### config.mk
export PLATFORM = sky130hd
export DESIGN_NAME = headset_jack_and_hook_detector_unit
export DESIGN_NICKNAME = d
export VERILOG_FILES = /design/src/hjd_pkg.sv /design/src/hjd_step.sv /design/src/headset_jack_and_hook_detector_unit.sv
export SDC_FILE = /design/constraint.sdc
export NUM_CORES = 1
export LEC_CHECK = 0
export ABC_AREA = 1
export BUFFER_PORTS_ARGS = -buffer_cell sky130_fd_sc_hd__buf_2
export CAP_MARGIN = 25
export CORE_MARGIN = 1.5
export CORE_UTILIZATION = 49
export DETAILED_ROUTE_END_ITERATION = 12
export PLACE_DENSITY = 0.9
export SLEW_MARGIN = 20
export SYNTH_ARGS = -nofsm -noshare
export SYNTH_HDL_FRONTEND = slang
export SYNTH_SLANG_ARGS = --single-unit
### constraint.sdc
create_clock -name clock -period 1.7 [get_ports clock]
set_input_delay 0.51 -clock clock [delete_from_list [all_inputs] [get_ports clock]]
set_output_delay 0.51 -clock clock [all_outputs]
set_load 0.05 [all_outputs]
### src/hjd_pkg.sv
// Shared types and codes for the headset jack and hook detector.
// No dependencies; imported by every module of the block.
package hjd_pkg;

   // Kind of an input transaction
   typedef enum logic [1:0] {
      KIND_JACK  = 2'd0,
      KIND_PROBE = 2'd1,
      KIND_HOOK  = 2'd2,
      KIND_NONE  = 2'd3
   } kind_type;

   // Event code of a result transaction
   typedef enum logic [2:0] {
      EV_NONE  = 3'd0,
      EV_JACK  = 3'd1,
      EV_MIC   = 3'd2,
      EV_HOOK  = 3'd3,
      EV_PROBE = 3'd4
   } event_type;

   // Plug class
   typedef enum logic [1:0] {
      CLASS_NOTHING   = 2'd0,
      CLASS_HEADSET   = 2'd1,
      CLASS_HEADPHONE = 2'd2
   } class_type;

   // Configuration register indexes
   localparam logic [1:0] CSR_JACK_IN_HIGH   = 2'd0;
   localparam logic [1:0] CSR_KEY_PRESS_HIGH = 2'd1;
   localparam logic [1:0] CSR_HOOK_PRESENT   = 2'd2;

   typedef struct packed {
      logic jack_in_high;
      logic key_press_high;
      logic hook_present;
   } cfg_type;

   typedef struct packed {
      logic      jack_in;
      logic      button_down;
      logic      hook_enabled;
      logic      mic_found;
      class_type jack_class;
   } state_type;

   typedef struct packed {
      event_type event_res;
      logic      report_state;
      class_type jack_class;
   } result_type;

endpackage

### src/hjd_step.sv
// Next-state and result logic for one detector transaction.
// Depends on hjd_pkg; purely combinational, used by the top level.
module hjd_step
   import hjd_pkg::*;
(
   input  cfg_type    cfg,
   input  state_type  state,
   input  kind_type   kind,
   input  logic       level_first,
   input  logic       level_second,
   output state_type  state_next,
   output result_type result
);

   logic now_in;
   logic key_down;

   // Map pin levels through the polarity settings
   assign now_in   = cfg.jack_in_high ? level_first : ~level_first;
   assign key_down = (level_first == cfg.key_press_high);

   always_comb begin
      state_next          = state;
      result.event_res    = EV_NONE;
      result.report_state = 1'b0;
      unique case (kind)
         KIND_JACK: begin
            // Accept only agreeing samples that change the jack state
            if ((level_first == level_second) && (now_in != state.jack_in)) begin
               state_next.jack_in = now_in;
               if (now_in) begin
                  state_next.jack_class = CLASS_HEADPHONE;
                  if (cfg.hook_present) begin
                     result.event_res = EV_PROBE;
                  end else begin
                     result.event_res    = EV_JACK;
                     result.report_state = 1'b1;
                  end
               end else begin
                  state_next.button_down  = 1'b0;
                  state_next.hook_enabled = 1'b0;
                  state_next.jack_class   = CLASS_NOTHING;
                  result.event_res        = EV_JACK;
               end
            end
         end
         KIND_PROBE: begin
            // Idle hook level means a mic is on the plug
            if (state.jack_in && cfg.hook_present) begin
               if (!key_down) begin
                  state_next.mic_found    = 1'b1;
                  state_next.hook_enabled = 1'b1;
                  state_next.button_down  = 1'b0;
                  state_next.jack_class   = CLASS_HEADSET;
               end else begin
                  state_next.mic_found  = 1'b0;
                  state_next.jack_class = CLASS_HEADPHONE;
               end
               result.event_res    = EV_MIC;
               result.report_state = ~key_down;
            end
         end
         KIND_HOOK: begin
            // Report button edges while the hook is live
            if (state.jack_in && state.hook_enabled && (key_down != state.button_down)) begin
               state_next.button_down = key_down;
               result.event_res       = EV_HOOK;
               result.report_state    = key_down;
            end
         end
         default: begin
            // Unused kind: drop
         end
      endcase
      result.jack_class = state_next.jack_class;
   end

endmodule

### src/headset_jack_and_hook_detector_unit.sv
// Top level of the headset jack and hook detector.
// Depends on hjd_pkg and hjd_step.
// An accepted request's response is registered in the output register in the cycle after acceptance.
// Throughput: one transaction per cycle; the output register is refilled in the same
// cycle it drains, so only a held response stalls the request side.
// Reset (synchronous): state unplugged, class nothing, registers at 1, no response pending.
module headset_jack_and_hook_detector_unit
   import hjd_pkg::*;
(
   input  logic       clock,
   input  logic       reset,
   // request channel
   input  logic       req_tvalid,
   output logic       req_tready,
   input  logic [7:0] req_tdata,   // [0] level_first, [1] level_second, [7:2] zero
   input  logic [1:0] req_tuser,   // [1:0] kind
   // response channel
   output logic       rsp_tvalid,
   input  logic       rsp_tready,
   output logic [7:0] rsp_tdata,   // [0] report_state, [2:1] jack_class, [7:3] zero
   output logic [2:0] rsp_tuser,   // [2:0] event_res
   // configuration port
   input  logic       csr_wen,
   input  logic [1:0] csr_index,
   input  logic       csr_wdata
);

   cfg_type    cfg_ff;
   state_type  state_ff;
   state_type  state_in;
   result_type result_in;
   result_type result_ff;
   logic       rsp_valid_ff;
   logic       req_accept;

   assign req_tready = ~rsp_valid_ff | rsp_tready;
   assign req_accept = req_tvalid & req_tready;

   hjd_step u_step (
      .cfg          (cfg_ff),
      .state        (state_ff),
      .kind         (kind_type'(req_tuser)),
      .level_first  (req_tdata[0]),
      .level_second (req_tdata[1]),
      .state_next   (state_in),
      .result       (result_in)
   );

   // Configuration registers
   always_ff @(posedge clock) begin
      if (reset) begin
         cfg_ff <= '{jack_in_high: 1'b1, key_press_high: 1'b1, hook_present: 1'b1};
      end else if (csr_wen) begin
         unique case (csr_index)
            CSR_JACK_IN_HIGH:   cfg_ff.jack_in_high   <= csr_wdata;
            CSR_KEY_PRESS_HIGH: cfg_ff.key_press_high <= csr_wdata;
            CSR_HOOK_PRESENT:   cfg_ff.hook_present   <= csr_wdata;
            default: begin
               // unmapped index: drop the write
            end
         endcase
      end
   end

   // Advance the detector state on each accepted transaction
   always_ff @(posedge clock) begin
      if (reset) begin
         state_ff <= '{jack_in: 1'b0, button_down: 1'b0, hook_enabled: 1'b0,
                       mic_found: 1'b0, jack_class: CLASS_NOTHING};
      end else if (req_accept) begin
         state_ff <= state_in;
      end
   end

   // Output register: load on accept, hold while stalled
   always_ff @(posedge clock) begin
      if (reset) begin
         rsp_valid_ff <= 1'b0;
      end else if (req_accept) begin
         rsp_valid_ff <= 1'b1;
      end else if (rsp_tready) begin
         rsp_valid_ff <= 1'b0;
      end
   end

   always_ff @(posedge clock) begin
      if (req_accept) begin
         result_ff <= result_in;
      end
   end

   assign rsp_tvalid = rsp_valid_ff;
   assign rsp_tuser  = result_ff.event_res;
   assign rsp_tdata  = {5'd0, result_ff.jack_class, result_ff.report_state};

endmodule

==> impl_metrics.toml <==
[outcome]
outcome = "finished, final reports clean"

[setup_path]
r2r_start = "cfg_ff[1]"
reg2reg_depth = 7
crit_path_max_fanout = 3
setup.reg_to_reg.worst_slack_ns = 0.39
critical_setup_path_kind = "reg2out"
cp_num_buf_inv = 1
rr_endpoint = "rsp_tdata[0]"
critical_path.top_delay_family = "flip-flops"
setup.worst_path.end_class = "output port"
timing.critical_path.required_ns = 1.19
critical_path_arrival_ns = 0.96
critical_path.max_stage_delay_ns = 0.33
path_cells = "nand2_2 -> buf_2"
crit_slowest_cell = "dfxtp_1"
timing.critical_path.from_type = "register"

[die]
starting_density = 0.5376
die_h_um = 47.00
rows = 15
pin_count = 31
fp.coreArea_um2 = 1764
floorplan.die_area_um2 = 2209
dieWidth_um = 47.00

[global_routing]
grt_util_met2 = 0.4192
gr-usage-met1 = 0.2109
grt_pass1_wl_mm = 3.277
grt_max_degree = 13
most_used_routing_layer = "met2"
grt.total_usage = 0.2131
number_of_antenna_violations_at_the_first_check_in_global_routing = 0
global_route.overflow_total = 0
grtUsageMet3 = 0.02308
first_global_vias = 850

[clocking]
tritoncts = "yes"
num_cts_buffers = 3
clk_pin_slew_ns = 0.10
h-tree-depth = 1
post_cts_hold_buffer_count = 0
cts_setup_buffers = 0
cts_resized = 0
ctsLongestPathBuffers = 2
cts.root.buffer_cell = "clkbuf_4"
insertion_delay_ns = 0.29
clock_sinks = 15

[power_and_ir_drop]
power_per_cell_area_nw_per_um2 = 754.7
static_leakage_uw = 0.0005675
finalPower_uw = 833.8
max-vdd-ir-drop_uv = 538.1

[synth]
post-synth-top-area-fraction = 0.1900
synth.cell_area_um2 = 948.4
synth_area_leaders = "dfxtp_1, edfxtp_1, nand2_1"
synth.yosys.seq_area_share = 0.3799
yosys.area_share.simple = 0.2876
ys_seq_elements = 15
synth_adder_area_share = 0.06596
synth_top_family_by_area = "simple AND/OR/NAND/NOR gates"
synth-compound-area-share = 0.1187
synth_area_per_cell_um2 = 7.185
post_synth_xor_area_fraction = 0.009235
post_synth_mux_area_share = 0
yosysTopAreaCell = "dfxtp_1"
synthesized_netlist_cell_count = 132
synth.lib_cells_used.distinct = 20
ys_warn_count = 0

[final_layout]
most_frequent_cells_in_the_layout = "nand2_1, inv_1, buf_2, nand3_1"
drive_above_1_share = 0.2102
final_nets = 181
layout_commonest_cell = "nand2_1"
synthToLayoutAreaGrowth_pct = 16.49
final_core_util = 0.6262
insertedDiodeCount = 0

[place]
placement.io_buffers = 19
routabilityCongestion = 0.8716
post-place-ws_ns = -0.03170
hpwlAfterDp_mm = 1.666

[drt]
wire_per_inst_um = 11.15
detail_route.iter0.violations = 37
detail_route.first_pass.iterations = 4
drt_drc_violations_left = 0
ant_nets = 0
routed_via_density = 5.203
sum_of_routed_wire_length_over_all_layers_mm = 2.029
vias = 947

[timing]
rsz0062_at_grt = "false"
finalHoldViolCount = 0
timing_max_transition_violations_final = 0
timing.final.setup_violations = 0
finalClockSkew_ns = 0.002868
timing.hold.ws_ns = 0.4789
period_needed_ns = 1.468
final_critical_path_share_of_the_clock_period = 0.8637
post_route_worst_setup_slack_ns = 0.2317
achievable-frequency_mhz = 681.1

[job]
timing.max_cap.violations = 0

[worst_hold_path]
hold_path_sink = "state_ff[3]"
min_delay_src = "state_ff[3]"
whs_path_depth = 2
hp-class = "reg2reg"
## cell type report
type / instances / area [um^2]
inverter: 22 / 82.58
multi-input combinational: 93 / 478.0
tap: 25 / 31.28
timing repair buffer: 23 / 125.1
clock buffer: 3 / 22.52
fill: 172 / 659.4
clock inverter: 1 / 5.005
sequential: 15 / 360.3
## cells in the mapped netlist
| master | number |
|---|---|
| dfxtp_1 | 9 |
| inv_1 | 21 |
| a21oi_4 | 1 |
| nor2_1 | 12 |
| ha_1 | 5 |
| nand2_1 | 30 |
| inv_2 | 1 |
| buf_4 | 6 |
| xnor2_1 | 1 |
| nand3_1 | 15 |
| conb_1 | 1 |
| nand4_1 | 3 |
| o21ai_0 | 4 |
| a21oi_1 | 12 |
| nand2_2 | 1 |
| nor3_1 | 1 |
| nand3_2 | 1 |
| o21a_1 | 1 |
| edfxtp_1 | 6 |
| a21oi_2 | 1 |
## power by group
group          switching, uW  leakage (uW)  internal, uW
Clock                    124     0.0000177          87.6
Sequential              9.86      0.000135           395
Combinational            157      0.000415          59.8
Total                    292      0.000568           542
## how the worst max path moves through the flow
stage                            start          end  slack (ns)  cells after the start
after global routing      req_tuser[0]  state_ff[3]        0.14                     10
after detailed placement  req_tuser[1]  state_ff[1]       -0.03                     11
after global placement    req_tuser[0]  state_ff[3]        0.01                     10
final                       rsp_tvalid   req_tready        0.23                      2
after floorplan             rsp_tvalid  state_ff[0]      0.0004                      7
after CTS                   rsp_tvalid   req_tready        0.23                      2
## per-stage QoR
stage | instances | cell area (um^2) | setup TNS (ns)
final | 182 | 1105 | 0
after global routing | 182 | 1105 | 0
after floorplan | 136 | 965.9 | 0
after detailed placement | 178 | 1077 | -0.06814
after global placement | 178 | 1077 | 0
after CTS | 182 | 1105 | 0
## sequential cells by signal, indices dropped and copies added (netlist names)
signal      flops
state_ff        5
rsp_tuser       3
cfg_ff          3
rsp_tdata       3
rsp_tvalid      1
## routing by layer
metal,vias to the layer above,routed length [um]
met4,0,53
met2,47,1121
li1,464,-
met1,426,755
met3,10,99
met5,-,0
## worst register-to-register path: stages (launching register included)
cell     delay [ns]
dfxtp_1        0.37
inv_1          0.07
nand2_1        0.11
nand2_1        0.11
nor2_1         0.15
nand4_1        0.12
o21a_1         0.14
a21oi_1        0.11
## cell families (layout without fill, tap and decap cells)
kind of cell / Yosys count / count (layout)
other: 1 / 5
xor gates and xnor gates: 1 / 1
adders and majority gates: 5 / 5
DFF: 15 / 15
buffers and inverters: 28 / 49
AOI/OAI and AO/OA: 19 / 19
and+or+nand+nor: 63 / 63
(Power assumes the default switching activity.)
